===== src/rtl/qpc_pkg.sv =====
package qpc_pkg;

  localparam int unsigned SampleWidth = 10;
  localparam int unsigned LimitWidth  = 15;
  localparam int unsigned CountWidth  = 16;
  localparam int unsigned CfgDataWidth = 15;

  localparam logic [SampleWidth-1:0] ThresholdReset = 10'd511;
  localparam logic [LimitWidth-1:0]  LimitReset     = 15'd10000;

  typedef enum logic [1:0] {
    REG_INVERT    = 2'd0,
    REG_THRESHOLD = 2'd1,
    REG_LIMIT     = 2'd2
  } cfg_reg_t;

  typedef enum logic {
    OP_SAMPLE = 1'b0,
    OP_CLEAR  = 1'b1
  } opcode_t;

  typedef struct packed {
    logic                   invert;
    logic [SampleWidth-1:0] threshold;
    logic [LimitWidth-1:0]  limit;
  } cfg_t;

  typedef struct packed {
    logic                   opcode;
    logic [SampleWidth-1:0] sample_a;
    logic [SampleWidth-1:0] sample_b;
  } item_t;

  typedef struct packed {
    logic signed [CountWidth-1:0] position;
    logic                         limit_reset;
  } result_t;

endpackage


===== src/rtl/qpc_if.sv =====
interface qpc_in_if;
  logic                                valid;
  logic                                ready;
  logic                                opcode;
  logic [qpc_pkg::SampleWidth-1:0]     sample_a;
  logic [qpc_pkg::SampleWidth-1:0]     sample_b;

  modport source (output valid, output opcode, output sample_a, output sample_b,
                  input ready);
  modport sink   (input valid, input opcode, input sample_a, input sample_b,
                  output ready);
endinterface

interface qpc_out_if;
  logic                                valid;
  logic                                ready;
  logic signed [qpc_pkg::CountWidth-1:0] position;
  logic                                limit_reset;

  modport source (output valid, output position, output limit_reset, input ready);
  modport sink   (input valid, input position, input limit_reset, output ready);
endinterface

interface qpc_cfg_if;
  logic                                valid;
  logic                                ready;
  logic [1:0]                          index;
  logic [qpc_pkg::CfgDataWidth-1:0]    data;

  modport source (output valid, output index, output data, input ready);
  modport sink   (input valid, input index, input data, output ready);
endinterface


===== src/rtl/qpc_cfg_regs.sv =====
module qpc_cfg_regs (
  input  logic             clk,
  input  logic             rst_n,
  qpc_cfg_if.sink          cfg_ch,
  output qpc_pkg::cfg_t    cfg
);

  qpc_pkg::cfg_t cfg_r;
  qpc_pkg::cfg_t cfg_nxt;
  qpc_pkg::cfg_reg_t idx;

  assign cfg_ch.ready = 1'b1;
  assign idx = qpc_pkg::cfg_reg_t'(cfg_ch.index);

  always_comb begin
    cfg_nxt = cfg_r;
    if (cfg_ch.valid) begin
      unique case (idx)
        qpc_pkg::REG_INVERT:    cfg_nxt.invert    = cfg_ch.data[0];
        qpc_pkg::REG_THRESHOLD: cfg_nxt.threshold = cfg_ch.data[qpc_pkg::SampleWidth-1:0];
        qpc_pkg::REG_LIMIT:     cfg_nxt.limit     = cfg_ch.data[qpc_pkg::LimitWidth-1:0];
        default:                cfg_nxt = cfg_r;
      endcase
    end
  end

  always_ff @(posedge clk) begin
    if (!rst_n) begin
      cfg_r.invert    <= 1'b0;
      cfg_r.threshold <= qpc_pkg::ThresholdReset;
      cfg_r.limit     <= qpc_pkg::LimitReset;
    end else begin
      cfg_r <= cfg_nxt;
    end
  end

  assign cfg = cfg_r;

endmodule


===== src/rtl/qpc_count.sv =====
module qpc_count (
  input  logic             clk,
  input  logic             rst_n,
  input  qpc_pkg::cfg_t    cfg,
  input  logic             advance,
  input  qpc_pkg::item_t   item,
  output qpc_pkg::result_t result
);

  localparam int unsigned SumWidth = qpc_pkg::CountWidth + 1;

  logic                                last_a_r, last_a_nxt;
  logic                                last_b_r, last_b_nxt;
  logic signed [qpc_pkg::CountWidth-1:0] count_r, count_nxt;

  logic                        a_hi, b_hi;
  logic                        a_chg, b_chg;
  logic                        a_up, b_up;
  logic signed [SumWidth-1:0]  lim_s;
  logic signed [SumWidth-1:0]  cnt0;
  logic [SumWidth:0]           step_a, step_b;
  logic signed [SumWidth-1:0]  cnt1, cnt2;
  logic                        hit;

  // One step of plus or minus one; the top bit of the result flags a limit reset.
  function automatic logic [SumWidth:0] apply_step(input logic signed [SumWidth-1:0] c,
                                                   input logic up,
                                                   input logic signed [SumWidth-1:0] lim);
    logic signed [SumWidth-1:0] s;
    logic                       over;
    s    = up ? (c + SumWidth'(1)) : (c - SumWidth'(1));
    over = (s > lim) || (s < -lim);
    return over ? {1'b1, {SumWidth{1'b0}}} : {1'b0, s};
  endfunction

  assign a_hi  = item.sample_a > cfg.threshold;
  assign b_hi  = item.sample_b > cfg.threshold;
  assign a_chg = a_hi != last_a_r;
  assign b_chg = b_hi != last_b_r;

  // The B rule looks at A from the previous sample, even when A moved too.
  assign a_up  = ~(a_hi ^ last_b_r) ^ cfg.invert;
  assign b_up  = (b_hi ^ last_a_r) ^ cfg.invert;

  assign lim_s = $signed({2'b00, cfg.limit});
  assign cnt0  = SumWidth'(count_r);

  assign step_a = apply_step(cnt0, a_up, lim_s);
  assign cnt1   = a_chg ? $signed(step_a[SumWidth-1:0]) : cnt0;
  assign step_b = apply_step(cnt1, b_up, lim_s);
  assign cnt2   = b_chg ? $signed(step_b[SumWidth-1:0]) : cnt1;

  always_comb begin
    last_a_nxt = last_a_r;
    last_b_nxt = last_b_r;
    count_nxt  = count_r;
    hit        = 1'b0;
    if (item.opcode == qpc_pkg::OP_CLEAR) begin
      count_nxt = '0;
    end else begin
      last_a_nxt = a_hi;
      last_b_nxt = b_hi;
      count_nxt  = cnt2[qpc_pkg::CountWidth-1:0];
      hit        = (a_chg && step_a[SumWidth]) || (b_chg && step_b[SumWidth]);
    end
  end

  always_ff @(posedge clk) begin
    if (!rst_n) begin
      last_a_r <= 1'b0;
      last_b_r <= 1'b0;
      count_r  <= '0;
    end else if (advance) begin
      last_a_r <= last_a_nxt;
      last_b_r <= last_b_nxt;
      count_r  <= count_nxt;
    end
  end

  assign result.position    = count_nxt;
  assign result.limit_reset = hit;

endmodule


===== src/rtl/quadrature_position_counter_top.sv =====
// Quadrature position counter with x4 decoding. Each input beat is either a pair of
// 10-bit channel samples, compared against the threshold register, or a clear command;
// each produces exactly one result beat carrying the signed count and a flag that is set
// when the count passed the limit and was returned to zero. While the sink keeps taking
// results, the block takes one beat per clock cycle: a beat is held in an item register,
// and the count is updated as it moves into the result register. While a finished result
// waits for the sink, the item register can still take one more beat; after that the
// input stalls until the result is taken. Configuration writes are always accepted and
// must only be issued while no beats are in flight.
module quadrature_position_counter_top (
  input  logic       clk,
  input  logic       rst_n,
  qpc_in_if.sink     in_ch,
  qpc_out_if.source  out_ch,
  qpc_cfg_if.sink    cfg_ch
);

  qpc_pkg::cfg_t    cfg;
  qpc_pkg::item_t   item_r, item_in;
  qpc_pkg::result_t result_r, result;
  logic             item_vld_r, item_vld_nxt;
  logic             out_vld_r, out_vld_nxt;
  logic             advance;
  logic             in_accept;

  qpc_cfg_regs u_cfg (
    .clk    (clk),
    .rst_n  (rst_n),
    .cfg_ch (cfg_ch),
    .cfg    (cfg)
  );

  qpc_count u_count (
    .clk     (clk),
    .rst_n   (rst_n),
    .cfg     (cfg),
    .advance (advance),
    .item    (item_r),
    .result  (result)
  );

  assign advance      = item_vld_r && (!out_vld_r || out_ch.ready);
  assign in_ch.ready  = !item_vld_r || advance;
  assign in_accept    = in_ch.valid && in_ch.ready;
  assign item_vld_nxt = in_accept || (item_vld_r && !advance);
  assign out_vld_nxt  = advance || (out_vld_r && !out_ch.ready);

  assign item_in.opcode   = in_ch.opcode;
  assign item_in.sample_a = in_ch.sample_a;
  assign item_in.sample_b = in_ch.sample_b;

  always_ff @(posedge clk) begin
    if (!rst_n) begin
      item_vld_r <= 1'b0;
      out_vld_r  <= 1'b0;
    end else begin
      item_vld_r <= item_vld_nxt;
      out_vld_r  <= out_vld_nxt;
    end
  end

  always_ff @(posedge clk) begin
    if (in_accept) begin
      item_r <= item_in;
    end
    if (advance) begin
      result_r <= result;
    end
  end

  assign out_ch.valid       = out_vld_r;
  assign out_ch.position    = result_r.position;
  assign out_ch.limit_reset = result_r.limit_reset;

endmodule


===== src/flat_wrapper.sv =====
// flat-port wrapper written by rule: the top's interface ports become plain ports
module quadrature_position_counter_top_flat 
  (clk, rst_n, in_ch_valid, in_ch_opcode, in_ch_sample_a, in_ch_sample_b, in_ch_ready, out_ch_valid, out_ch_position, out_ch_limit_reset, out_ch_ready, cfg_ch_valid, cfg_ch_index, cfg_ch_data, cfg_ch_ready);
  qpc_in_if in_ch_i ();
  qpc_out_if out_ch_i ();
  qpc_cfg_if cfg_ch_i ();
  input  logic clk;
  input  logic rst_n;
  input wire logic [$bits(in_ch_i.valid)-1:0] in_ch_valid;
  input wire logic [$bits(in_ch_i.opcode)-1:0] in_ch_opcode;
  input wire logic [$bits(in_ch_i.sample_a)-1:0] in_ch_sample_a;
  input wire logic [$bits(in_ch_i.sample_b)-1:0] in_ch_sample_b;
  output wire logic [$bits(in_ch_i.ready)-1:0] in_ch_ready;
  output wire logic [$bits(out_ch_i.valid)-1:0] out_ch_valid;
  output wire logic [$bits(out_ch_i.position)-1:0] out_ch_position;
  output wire logic [$bits(out_ch_i.limit_reset)-1:0] out_ch_limit_reset;
  input wire logic [$bits(out_ch_i.ready)-1:0] out_ch_ready;
  input wire logic [$bits(cfg_ch_i.valid)-1:0] cfg_ch_valid;
  input wire logic [$bits(cfg_ch_i.index)-1:0] cfg_ch_index;
  input wire logic [$bits(cfg_ch_i.data)-1:0] cfg_ch_data;
  output wire logic [$bits(cfg_ch_i.ready)-1:0] cfg_ch_ready;
  assign in_ch_i.valid = in_ch_valid;
  assign in_ch_i.opcode = in_ch_opcode;
  assign in_ch_i.sample_a = in_ch_sample_a;
  assign in_ch_i.sample_b = in_ch_sample_b;
  assign in_ch_ready = in_ch_i.ready;
  assign out_ch_valid = out_ch_i.valid;
  assign out_ch_position = out_ch_i.position;
  assign out_ch_limit_reset = out_ch_i.limit_reset;
  assign out_ch_i.ready = out_ch_ready;
  assign cfg_ch_i.valid = cfg_ch_valid;
  assign cfg_ch_i.index = cfg_ch_index;
  assign cfg_ch_i.data = cfg_ch_data;
  assign cfg_ch_ready = cfg_ch_i.ready;
  quadrature_position_counter_top u_core (.clk(clk), .rst_n(rst_n), .in_ch(in_ch_i), .out_ch(out_ch_i), .cfg_ch(cfg_ch_i));
endmodule

===== config.mk =====
export PLATFORM = sky130hd
export DESIGN_NAME = quadrature_position_counter_top_flat
export DESIGN_NICKNAME = d
export VERILOG_FILES = /design/src/rtl/qpc_pkg.sv /design/src/rtl/qpc_if.sv /design/src/rtl/qpc_cfg_regs.sv /design/src/rtl/qpc_count.sv /design/src/rtl/quadrature_position_counter_top.sv /design/src/flat_wrapper.sv
export SDC_FILE = /design/constraint.sdc
export NUM_CORES = 1
export LEC_CHECK = 0
export BUFFER_PORTS_ARGS = -buffer_cell sky130_fd_sc_hd__buf_2
export CAP_MARGIN = 20
export CORE_MARGIN = 8
export CORE_UTILIZATION = 53
export CTS_BUF_LIST = sky130_fd_sc_hd__clkbuf_2 sky130_fd_sc_hd__clkbuf_4 sky130_fd_sc_hd__clkbuf_8
export DETAILED_ROUTE_END_ITERATION = 12
export PLACE_DENSITY = 0.74
export SETUP_SLACK_MARGIN = 0.4
export SYNTH_ARGS = -nofsm -noshare
export SYNTH_HDL_FRONTEND = slang
export SYNTH_SLANG_ARGS = --single-unit

===== constraint.sdc =====
create_clock -name clk -period 11.8 [get_ports clk]
set_clock_uncertainty 0.15 [all_clocks]
set_input_delay 2.36 -clock clk [delete_from_list [all_inputs] [get_ports clk]]
set_output_delay 2.36 -clock clk [all_outputs]
set_load 0.05 [all_outputs]

# --- Word-level counts from Yosys, hierarchy flattened ---
# Index checks and enable logic that the tools add are counted.
totals:
  ff_bits: 84
  out_inout_bits: 20
  wordCells: 63
classes:
  n_addsub: 5
  order_cmp: 6
  n_eq_ne: 4
  muxes: 7
  n_bitwise: 6
  reduce_logical: 22
op_table:
  columns: ["cell", "n"]
  rows:
  - ["17-bit 2-to-1 mux", 3]
  - ["18-bit 2-to-1 mux", 2]
  - ["17-bit by 16-bit greater-than comparator with 1-bit output", 2]
  - ["17-bit less-than comparator", 2]
  - ["16-bit 2-to-1 mux", 2]
  - ["10-bit greater-than comparator", 2]
  - ["16-bit by 2-bit adder with 17-bit output, second input constant", 1]
  - ["17-bit by 2-bit adder with 17-bit output, second input constant", 1]
  - ["15-bit negator with 17-bit output", 1]
  - ["16-bit by 2-bit subtractor with 17-bit output, second input constant", 1]
  - ["17-bit by 2-bit subtractor with 17-bit output, second input constant", 1]
  - ["2-bit AND reduction", 4]
  - ["1-bit logical OR", 7]
  - ["1-bit logical AND", 6]
  - ["1-bit logical NOT", 4]
  - ["1-bit bitwise XOR", 4]
  - ["2-bit by 1-bit == test with 1-bit output, second input constant", 1]
  - ["2-bit == test, second input constant", 1]
  - ["2-bit logical NOT", 1]
  - ["1-bit != test", 2]
  - ["1-bit inverter", 2]

# --- Longest topological paths before layout ---
# Gate-level depths: netlist of run 1.
depth:
  depth_word: 16
  ltp_mapped: 46
  depth_no_buf: 43

# --- By module ---
# A second synthesis of run 1 with hierarchy kept.
unflattened:
  cells_unflattened: 842
  hier_area_um2: 7404.6
by_module_without_submodules:
  columns: ["module", "n_inst", "cells_each", "area_per_inst_um2", "seq_area_each_um2"]
  rows:
  - ["qpc_count", 1, 678, 5029.8, 360.3]
  - ["quadrature_position_counter_top", 1, 47, 1244.9, 1181.1]
  - ["qpc_cfg_regs", 1, 117, 1129.8, 520.5]

# --- Worst setup path after synthesis of run 1 ---
# Ideal clock, no wire load.
synth_path:
  path_type: "flip-flop to flip-flop"
  start: "register u_core.item_r[17] (netlist bit)"
  end: "register u_core.result_r (netlist bit u_core.out_ch.position[5]) (data pin)"
  setup_time_ns: 0.258
  arrival_ns: 9.030
  path_slack_ns: 2.362
  stages_incl_launch_ff: 43
  path_buffers: 3
  path_cell_list: "edfxtp_1 > ha_1 > a211oi_1 > nor2_1 > a2111o_1 > a211o_2 > buf_1 > xnor2_1 > ha_1 > nand4_1 > or3_1 > o21ai_0 > xor2_1 > ha_1 > nand4_1 > a211oi_1 > o41a_1 > o41ai_1 > (+7 left out) > nor2b_1 > o31a_1 > o41ai_2 > a211oi_1 > o211ai_1 > a22oi_1 > a41oi_1 > nor4bb_1 > inv_1 > ha_1 > inv_1 > a2111o_1 > a211o_1 > o21ai_0 > o21ai_0 > o21bai_4 > buf_2 > nor2_1"
synth_lines:
  columns: ["item", "line", "text"]
  rows:
  - ["from (decl)", "quadrature_position_counter_top.sv:19", "qpc_pkg::item_t item_r, item_in;"]
  - ["from (signal assigned)", "quadrature_position_counter_top.sv:64", "item_r <= item_in;"]
  - ["to (signal assigned)", "quadrature_position_counter_top.sv:67", "result_r <= result;"]
  - ["to (decl)", "quadrature_position_counter_top.sv:20", "qpc_pkg::result_t result_r, result;"]

# --- Final worst setup path of run 1 ---
layout_path:
  start: "register u_core.item_r[14] (netlist bit)"
  end: "register u_core.result_r (netlist bit u_core.out_ch.limit_reset) (data pin)"
layout_between:
  elab_chain_len: 16
  elab_cells_between_ends: 21
  cone_classes: "2 x add/sub; 5 x order compare; 1 x eq/ne; 5 x mux; 3 x bitwise; 5 x reduce/logical"
layout_lines:
  columns: ["item", "line", "text"]
  rows:
  - ["10-bit greater-than comparator (*)", "qpc_count.sv:36", "assign a_hi = item.sample_a > cfg.threshold;"]
  - ["1-bit bitwise XOR", "qpc_count.sv:42", "assign a_up = ~(a_hi ^ last_b_r) ^ cfg.invert;"]
  - ["1-bit inverter", "qpc_count.sv:42", null]
  - ["1-bit bitwise XOR", "qpc_count.sv:42", null]
  - ["17-bit 2-to-1 mux", "qpc_count.sv:31", "s = up ? (c + SumWidth'(1)) : (c - SumWidth'(1));"]
  - ["17-bit by 16-bit greater-than comparator with 1-bit output or 17-bit less-than comparator (tied branches)", "qpc_count.sv:32", "over = (s > lim) || (s < -lim);"]
  - ["1-bit logical OR", "qpc_count.sv:32", null]
  - ["18-bit 2-to-1 mux", "qpc_count.sv:33", "return over ? {1'b1, {SumWidth{1'b0}}} : {1'b0, s};"]
  - ["17-bit 2-to-1 mux", "qpc_count.sv:49", "assign cnt1 = a_chg ? $signed(step_a[SumWidth-1:0]) : cnt0;"]
  - ["17-bit by 2-bit subtractor with 17-bit output or 17-bit by 2-bit adder with 17-bit output (tied branches)", "qpc_count.sv:31", null]
  - ["17-bit 2-to-1 mux", "qpc_count.sv:31", null]
  - ["17-bit by 16-bit greater-than comparator with 1-bit output or 17-bit less-than comparator (tied branches)", "qpc_count.sv:32", null]
  - ["1-bit logical OR", "qpc_count.sv:32", null]
  - ["18-bit 2-to-1 mux", "qpc_count.sv:33", null]
  - ["1-bit logical AND", "qpc_count.sv:64", "hit = (a_chg && step_a[SumWidth]) || (b_chg && step_b[SumWidth]);"]
  - ["1-bit logical OR (*)", "qpc_count.sv:64", null]
# Mark *: on every way between the ends. The rest lies on a longest branch, timed or not.
# A chain may end at the register's enable or synchronous reset.

==> impl_metrics.tcl, run 1 <==
set metrics [dict create \
    crit_buf_inv 2 \
    finalWorstSetupSlack_ns 1.06 \
    die_h_um 134 \
    hold_class "flop to flop" \
    async_flop_share_pct 0 \
    min_to "u_core.u_cfg.cfg[24]" \
    wl_met3_um 908 \
    maxCapViolCount 0 \
    critPathMaxFanout 14 \
    die_area_um2 17900 \
    nets 1044 \
    clockBufferDepth 2 \
    worst_path_max_delay_cell "a211o_2" \
    rows 43 \
    num_vias 6510 \
    synth-edff-count 38 \
    io_buffers 61 \
    diodes 0 \
    grt_pass1_wl_mm 31.7 \
    wl_met1_mm 8.70 \
    powerDensity_nw_per_um2 194 \
    finalCritPeriodShare_pct 91.0 \
    path_class "flop to flop" \
    grt_max_degree 35 \
    viasPerCell 5.99 \
    reg2regPathDepth 39 \
    ff2ff_setup_slack_ns 1.06 \
    yosysSeqAreaShare_pct 28.0 \
    dp.final_hpwl_mm 15.7 \
    syn_nets 1004 \
    p_leak_nw 3.44 \
    internal_power_w 0.000835 \
    worst_pin_slew_ns 0.920 \
    antenna_left 0 \
    startpoint_type "flop" \
    p_comb_share_pct 62.8 \
    ios 63 \
    synth_top_area_share_pct 16.8 \
    synth_ff_type "dfxtp_1" \
    cts_tree "done" \
    first_global_vias 6227 \
    ir_worst_vdd_mv 0.0968 \
    synth.area.top_cells "ha_1, edfxtp_1, dfxtp_1, nand2_1, xnor2_1" \
    top_layer_used "met4" \
    htreeDepth 3 \
    crit_top_cell "ha_1" \
    worst_hold_path.num_cells 2 \
    drc 0 \
    cp_num_cells 39 \
    dp.cells 1068 \
    drtIter0Drc 593 \
    switching_share_pct 46.5 \
    run_status "complete, no violations" \
    pre_cts_ws_ns 0.825 \
    yosysUniqueCellTypes 78 \
    reg2reg_from "u_core.item_r[14]" \
    period_needed_ns 10.74 \
    fin_util_pct 58.7 \
    insertion_delay_ns 0.38 \
    netlist_area_um2 7360 \
    initial_core_util_pct 53.7 \
    r2r-end "u_core.out_ch.limit_reset" \
    drive_gt1_share_pct 11.9 \
    ys.warnings.count 0 \
    wl_per_cell_um 18.0 \
    p_switching_w 0.000725 \
    clkTransAtPathRegs_ns 0.09 \
    grt_overflow 0 \
    arrival_ns 10.78 \
    clockPowerShare_pct 14.9 \
    timing.fmax_mhz 93.1 \
    relSlewSlack_pct 37.1 \
    cts_root_buffer "clkbuf_8" \
    cp_top_family "compound AO/OA/AOI/OAI gates" \
    first_pass_iters 5 \
    tns_ns 0 \
    syn_area_per_cell_um2 8.55 \
    antenna_found_initial 0 \
    rsz0062_at_grt "no" \
    slew_violations 0 \
    max_stage_delay_ns 0.51 \
    stdcell_count 1086 \
    p_seq_share_pct 22.3 \
    cp.required_ns 11.84 \
    track_usage_pct 22.1 \
    place.gp.congestion 0.897 \
    setup_viol 0 \
    hold_start "u_core.u_cfg.cfg[24]" \
    die_w_um 134 \
    nFillCells 1240 \
    coreArea_um2 13700 \
    routed_wl_mm 19.6 \
    syn_inst 861 \
    clock-sinks 84 \
    cts_made_buffers 9 \
    synth.largest_area_cell "ha_1" \
    hold_slack_ns 0.318 \
    ys_ff_latch 84 \
    worst_setup_path_end_kind "flop" \
    met2_length_mm 8.94 \
    synthToLayoutAreaGrowth_pct 9.41 \
    hold_viol 0 \
]
-- layout make-up --
cell class / count / area [µm²] / area share, %
clock inverter: 7 / 97.6 / 1.21
tap: 180 / 225 / 2.80
timing repair buffer: 68 / 383 / 4.75
multi-input combinational: 691 / 4990 / 61.9
inverter: 47 / 176 / 2.19
clock buffer: 9 / 124 / 1.54
sequential: 84 / 2060 / 25.6
-- metrics by stage --
| step | total power (W) | instance area, µm² |
|---|---|---|
| final | 0.00156 | 8060 |
| after global routing | 0.00169 | 8060 |
| after CTS | 0.00154 | 8000 |
| after detailed placement | 0.00130 | 7780 |
| after global placement | 0.00128 | 7780 |
| after floorplan | 0.00106 | 7360 |
-- how the worst max path moves through the flow --
stage                    startpoint                         end  slack, ns
6_report          u_core.item_r[14]   u_core.out_ch.limit_reset       1.06
5_1_grt        u_core.u_cfg.cfg[22]  u_core.out_ch.position[12]       0.36
4_1_cts           u_core.item_r[14]   u_core.u_count.count_r[0]       0.81
3_5_place_dp      u_core.item_r[14]   u_core.u_count.count_r[0]       0.83
3_3_place_gp      u_core.item_r[15]   u_core.u_count.count_r[9]       1.09
2_1_floorplan     u_core.item_r[17]   u_core.out_ch.position[5]       2.36
-- sequential cells by signal, summed over array words and instances (netlist names) --
register / cells
u_core.item_r: 21
u_core.u_count.last_a_r: 1
u_core.u_count.last_b_r: 1
u_core.u_cfg.cfg: 26
u_core.out_ch.valid: 1
u_core.u_count.count_r: 16
u_core.out_ch.limit_reset: 1
u_core.out_ch.position: 16
u_core.item_vld_r: 1
-- cells in the mapped netlist (all sizes together), types with 5 or more instances --
master and instances:
o21ai 43, clkbuf 33, nand2 108, a211oi 12, edfxtp 38, buf 6, nor2b 12, nand4 20
a2111o 5, nand3 27, dfxtp 46, a41oi 5, a21oi 42, a22o 6, a31oi 5, o31ai 6
ha 99, and2 8, a2111oi 7, mux2i 17, nand2b 15, nor2 49, xnor2 39, or3 7
a21o 17, a211o 5, o21a 10, inv 47, a21boi 13, and3 10, nor3 21, nor4 6
o211ai 17, xor2 8
-- tightest hold or removal path, cell delays in order, from the launching register on --
cell	delay, ns
dfxtp_1	0.32
nand2_1	0.04
a21boi_0	0.06
-- kinds of logic (layout without fill, tap and decap cells) --
kind of cell,after synthesis,in the layout,synth area share [%]
buf+inv,86,131,4.59
xor+xnor,47,47,5.59
flops,84,84,28.0
fa+ha+maj,100,100,17.1
mux,18,18,2.63
other cells,1,1,0.0509
simple gates,301,301,20.0
compound gates,224,224,22.0
-- placed cells by master, fill, tap and decap left out, types with 11 or more instances in the layout --
| cell | synthesis | layout |
|---|---|---|
| nor2b_1 | 12 | 12 |
| nand4_1 | 20 | 20 |
| a21oi_1 | 40 | 40 |
| o21ai_1 | 11 | 11 |
| ha_1 | 99 | 99 |
| edfxtp_1 | 38 | 38 |
| o21ai_0 | 29 | 29 |
| a21o_1 | 17 | 17 |
| nor3_1 | 21 | 21 |
| nand2b_1 | 15 | 15 |
| mux2i_1 | 16 | 16 |
| buf_2 | 3 | 61 |
| nand3_1 | 27 | 27 |
| inv_1 | 47 | 47 |
| nor2_1 | 49 | 49 |
| a21boi_0 | 13 | 13 |
| o211ai_1 | 16 | 16 |
| dfxtp_1 | 46 | 46 |
| xnor2_1 | 39 | 39 |
| nand2_1 | 108 | 108 |
-- power groups by stage --
stage | logic [W] | clock network [W] | registers, W
3_3_place_gp | 0.000928 | 0 | 0.000354
2_1_floorplan | 0.000694 | 0 | 0.000369
6_report | 0.000981 | 0.000232 | 0.000348
3_5_place_dp | 0.000946 | 0 | 0.000354
4_1_cts | 0.000953 | 0.000239 | 0.000348
5_1_grt | 0.00109 | 0.000248 | 0.000351
-- layer usage --
layer / vias up / GRT usage, %
li1: 3255 / -
met1: 2977 / 27.2
met2: 219 / 35.2
met3: 59 / 4.53
met4: 0 / 12.7
met5: - / 0
-- timing repair --
action	CTS	global route
setup endpoints to repair	0	33
setup buffers	0	2
hold buffers	0	0
gates resized for setup	0	3
Note: power is estimated with default switching activity, not from simulation.
==> inputs of run 2 (changes only) <==
--- a/config.mk
+++ b/config.mk
@@ -7,10 +7,10 @@
 export LEC_CHECK = 0
 export BUFFER_PORTS_ARGS = -buffer_cell sky130_fd_sc_hd__buf_2
 export CAP_MARGIN = 20
-export CORE_MARGIN = 8
 export CORE_UTILIZATION = 53
 export CTS_BUF_LIST = sky130_fd_sc_hd__clkbuf_2 sky130_fd_sc_hd__clkbuf_4 sky130_fd_sc_hd__clkbuf_8
 export DETAILED_ROUTE_END_ITERATION = 12
+export MAX_ROUTING_LAYER = met4
 export PLACE_DENSITY = 0.74
 export SETUP_SLACK_MARGIN = 0.4
 export SYNTH_ARGS = -nofsm -noshare
==> run 2 against run 1 <==
Sequential cell count unchanged. Hold slack better by 0.016 ns. Critical path depth unchanged. Utilization up 1.6 points. Largest cell class unchanged. Highest routed layer unchanged.
==> impl_metrics.tcl, run 2 (synthesized netlist as in run 1, its figures left out) <==
set metrics [dict create \
    synthToLayoutAreaGrowth_pct 9.79 \
    first_pass_iters 5 \
    num_vias 6761 \
    maxCapViolCount 0 \
    dp.final_hpwl_mm 15.9 \
    clock-sinks 84 \
    p_switching_w 0.000766 \
    drc 0 \
    worst_setup_path_end_kind "flop" \
    die_area_um2 14400 \
    grt_max_degree 35 \
    coreArea_um2 13400 \
    cts_tree "done" \
    powerDensity_nw_per_um2 195 \
    cts_root_buffer "clkbuf_8" \
    grt_overflow 0 \
    drive_gt1_share_pct 12.7 \
    hold_class "flop to flop" \
    run_status "complete, no violations" \
    relSlewSlack_pct 30.8 \
    finalCritPeriodShare_pct 90.6 \
    nFillCells 1207 \
    viasPerCell 6.22 \
    die_h_um 120 \
    grt_pass1_wl_mm 31.9 \
    p_comb_share_pct 65.3 \
    antenna_found_initial 0 \
    internal_power_w 0.000811 \
    period_needed_ns 10.69 \
    io_buffers 61 \
    p_leak_nw 3.45 \
    slew_violations 0 \
    cts_made_buffers 9 \
    path_class "flop to flop" \
    switching_share_pct 48.6 \
    regArea_um2 2060 \
    first_global_vias 6209 \
    final_common_cell "nand2_1" \
    insertion_delay_ns 0.39 \
    die_w_um 120 \
    drtIter0Drc 598 \
    antenna_left 0 \
    p_seq_share_pct 22.0 \
    setup_viol 0 \
    multiInputGateArea_um2 5050 \
    critPathMaxFanout 14 \
    place.gp.congestion 0.989 \
    cp.required_ns 11.86 \
    htreeDepth 3 \
    initial_core_util_pct 55.0 \
    diodes 0 \
    worst_path_max_delay_cell "a2111o_1" \
    nets 1049 \
    largest_register_ffs 26 \
    wl_per_cell_um 18.4 \
    total_power_w 0.00158 \
    ios 63 \
    track_usage_pct 29.6 \
    crit_top_cell "ha_1" \
    clockBufferDepth 2 \
    final_cell_mix "nand2_1, ha_1, buf_2" \
    ir_worst_vdd_mv 0.122 \
    max_stage_delay_ns 0.47 \
    hold_viol 0 \
    routed_wl_mm 20.0 \
    clkTransAtPathRegs_ns 0.10 \
    worst_pin_slew_ns 1.04 \
    startpoint_type "flop" \
    clockPowerShare_pct 12.7 \
    arrival_ns 10.75 \
    rsz0062_at_grt "no" \
    tns_ns 0 \
    rows 42 \
    timing.fmax_mhz 93.6 \
]
==> run 2: worst paths after layout <==
kind                         from                   endpoint  slack (ns)  cells past startpoint
max             u_core.item_r[15]  u_core.out_ch.limit_reset        1.11                     39
min          u_core.u_cfg.cfg[12]       u_core.u_cfg.cfg[12]        0.33                      2
max reg2reg     u_core.item_r[15]  u_core.out_ch.limit_reset        1.11                     39
min reg2reg  u_core.u_cfg.cfg[12]       u_core.u_cfg.cfg[12]        0.33                      2
==> run 2: cell type report <==
class,count,share of cell area [%]
clock inverters,7,0.789
inverters,47,2.18
multi-input cells,693,62.4
clock buffers,9,1.53
well taps,176,2.72
flip-flops and latches,84,25.5
repair buffers,71,4.86
==> run 2: repair_timing <==
action                                  in CTS  in global routing
hold buffers                                 0                  0
endpoints found under the setup margin       0                 33
resized for setup                            0                  9
setup buffers                                0                  5
==> run 2: routing by layer <==
| layer | GRT usage [%] | share of wire (%) |
|---|---|---|
| met1 | 40.9 | 47 |
| met2 | 44.2 | 44 |
| met3 | 4.80 | 7.3 |
| met4 | 9.22 | 2.3 |
| met5 | - | 0 |
==> run 2: critical path: cells and delay by family, from the launching register on <==
family / cells / cell delay, ns
compound gates: 22 / 5.47
xor+xnor: 2 / 0.67
fa+ha+maj: 5 / 1.60
buf+inv: 2 / 0.13
flops: 1 / 0.38
simple gates: 8 / 2.07
==> run 2: power groups by stage <==
stage          registers (W)  logic, W  clock network (W)
5_1_grt             0.000350   0.00113           0.000213
6_report            0.000348   0.00103           0.000200
4_1_cts             0.000347  0.000959           0.000202
3_5_place_dp        0.000354  0.000953                  0
3_3_place_gp        0.000353  0.000940                  0
2_1_floorplan       0.000369  0.000694                  0
==> run 2: stage by stage <==
step / hold WS, ns / std cells / util [%] / setup WS, ns / cell area, µm²
4_1_cts: 0.342 / 1080 / 59.4 / 0.690 / 7960
6_report: 0.334 / 1087 / 60.3 / 1.11 / 8090
5_1_grt: 0.360 / 1087 / 60.3 / 0.556 / 8090
3_3_place_gp: 0.304 / 1064 / 58.0 / 0.974 / 7770
3_5_place_dp: 0.323 / 1064 / 58.0 / 0.719 / 7770
2_1_floorplan: 0.293 / 861 / - / 2.36 / 7360
==> inputs of run 3 (changes only) <==
--- a/config.mk
+++ b/config.mk
@@ -5,7 +5,7 @@
 export SDC_FILE = /design/constraint.sdc
 export NUM_CORES = 1
 export LEC_CHECK = 0
-export BUFFER_PORTS_ARGS = -buffer_cell sky130_fd_sc_hd__buf_2
+export BUFFER_PORTS_ARGS = -buffer_cell sky130_fd_sc_hd__buf_4
 export CAP_MARGIN = 20
 export CORE_UTILIZATION = 53
 export CTS_BUF_LIST = sky130_fd_sc_hd__clkbuf_2 sky130_fd_sc_hd__clkbuf_4 sky130_fd_sc_hd__clkbuf_8
@@ -13,6 +13,7 @@
 export MAX_ROUTING_LAYER = met4
 export PLACE_DENSITY = 0.74
 export SETUP_SLACK_MARGIN = 0.4
+export SKIP_CTS_REPAIR_TIMING = 1
 export SYNTH_ARGS = -nofsm -noshare
 export SYNTH_HDL_FRONTEND = slang
 export SYNTH_SLANG_ARGS = --single-unit
==> run 3 against run 2 <==
Global-route usage is 0.19 points lower. Combinational power about the same. Critical endpoint is now u_core.out_ch.position[9]. Sequential cell count unchanged. Final cell count decreased by 0.46%.
==> impl_metrics.tcl, run 3 (synthesized netlist as in run 1, its figures left out) <==
set metrics [dict create \
    powerDensity_nw_per_um2 192 \
    worst_setup_path_end_kind "flop" \
    path_class "flop to flop" \
    nets 1044 \
    antenna_left 0 \
    wl_per_cell_um 18.0 \
    die_h_um 120 \
    hold_start "u_core.u_cfg.cfg[12]" \
    drive_gt1_share_pct 12.1 \
    first_global_vias 6314 \
    insertion_delay_ns 0.39 \
    place.gp.congestion 0.991 \
    synthToLayoutAreaGrowth_pct 11.5 \
    arrival_ns 10.73 \
    cp-startpoint "u_core.item_r[18]" \
    crit_top_cell "ha_1" \
    die_area_um2 14400 \
    cts_root_buffer "clkbuf_8" \
    cts_tree "done" \
    grt_pass1_wl_mm 31.9 \
    hold_viol 0 \
    final_common_cell "nand2_1" \
    io_buffers 61 \
    routed_wl_mm 19.5 \
    worst_path_max_delay_cell "a211o_2" \
    maxCapViolCount 0 \
    initial_core_util_pct 55.0 \
    p_leak_nw 3.49 \
    ir_worst_vdd_mv 0.117 \
    slew_violations 0 \
    hold_slack_ns 0.325 \
    clockBufferDepth 2 \
    cp.required_ns 11.87 \
    track_usage_pct 29.4 \
    rsz0062_at_grt "no" \
    timing.fmax_mhz 93.8 \
    drtIter0Drc 644 \
    wl_met1_mm 9.12 \
    setup_viol 0 \
    grt_max_degree 35 \
    ios 63 \
    diodes 0 \
    relSlewSlack_pct 32.9 \
    crit_buf_inv 1 \
    finalCritPeriodShare_pct 90.3 \
    first_pass_iters 5 \
    coreArea_um2 13400 \
    top_layer_used "met4" \
    reg2reg_from "u_core.item_r[18]" \
    startpoint_type "flop" \
    critPathMaxFanout 17 \
    final_cell_mix "nand2_1, ha_1, buf_4" \
    dp.final_hpwl_mm 15.7 \
    met2_length_mm 8.59 \
    grt_overflow 0 \
    worst_pin_slew_ns 1.01 \
    largest_register_ffs 26 \
    rows 42 \
    htreeDepth 3 \
    num_vias 6641 \
    clkTransAtPathRegs_ns 0.09 \
    viasPerCell 6.14 \
    wl_met3_mm 1.36 \
    antenna_found_initial 0 \
    cp_top_family "compound AO/OA/AOI/OAI gates" \
    period_needed_ns 10.66 \
    max_stage_delay_ns 0.51 \
    drc 0 \
    die_w_um 120 \
    run_status "complete, no violations" \
    tns_ns 0 \
    cts_made_buffers 9 \
    hold_class "flop to flop" \
    clock-sinks 84 \
]
-- run 3: cell count changes in the layout (fill, tap and decap cells not counted) --
cell       previous run  this run
buf_12                1         2
buf_2                61         0
buf_4                 9        66
bufinv_16             0         1
inv_8                 2         1
nor3_1               20        21
nor3_2                1         0
o21bai_2              1         0
o21bai_4              2         1
-- run 3: cell type report --
class	count	area [µm²]
clock inverter	7	82.6
sequential	84	2060
multi-input combinational	691	5010
clock buffer	9	124
inverter	47	176
timing repair buffer	68	536
fill	1213	5190
tap	176	220
-- run 3: final timing paths --
path | end | cells after the start | slack (ns)
worst max register to register | u_core.out_ch.position[9] | 39 | 1.14
worst min register to register | u_core.u_cfg.cfg[12] | 2 | 0.33
worst max-delay path | u_core.out_ch.position[9] | 39 | 1.14
worst min-delay path | u_core.u_cfg.cfg[12] | 2 | 0.33
-- run 3: power by group --
part / switching [W] / leakage [nW] / internal (W)
clock network: 0.000117 / 0.0984 / 0.000101
registers: 0.0000179 / 0.743 / 0.000330
logic: 0.000614 / 2.65 / 0.000393
-- run 3: metrics by stage --
| stage | total power (W) | area [µm²] | cells | util, % | setup slack [ns] |
|---|---|---|---|---|---|
| final | 0.00157 | 8210 | 1082 | 61.3 | 1.14 |
| after global routing | 0.00170 | 8210 | 1082 | 61.3 | 0.393 |
| after CTS | 0.00153 | 8130 | 1080 | 60.7 | 0.633 |
| after detailed placement | 0.00131 | 7930 | 1064 | 59.2 | 0.714 |
| after global placement | 0.00129 | 7930 | 1064 | 59.2 | 0.987 |
| after floorplan | 0.00106 | 7360 | 861 | - | 2.36 |
-- run 3: metal layers --
metal / track usage, % / vias to the layer above
li1: - / 3250
met1: 40.2 / 3116
met2: 44.3 / 247
met3: 5.04 / 28
met4: 9.30 / 0
met5: - / -
-- run 3: worst reg2reg max path: cells and delay by family (launching register included) --
kind | cells | cell delay (ns)
compound gates | 18 | 4.53
xor+xnor | 3 | 0.87
fa+ha+maj | 5 | 1.48
buf+inv | 1 | 0.16
flops | 1 | 0.38
simple gates | 12 | 2.90
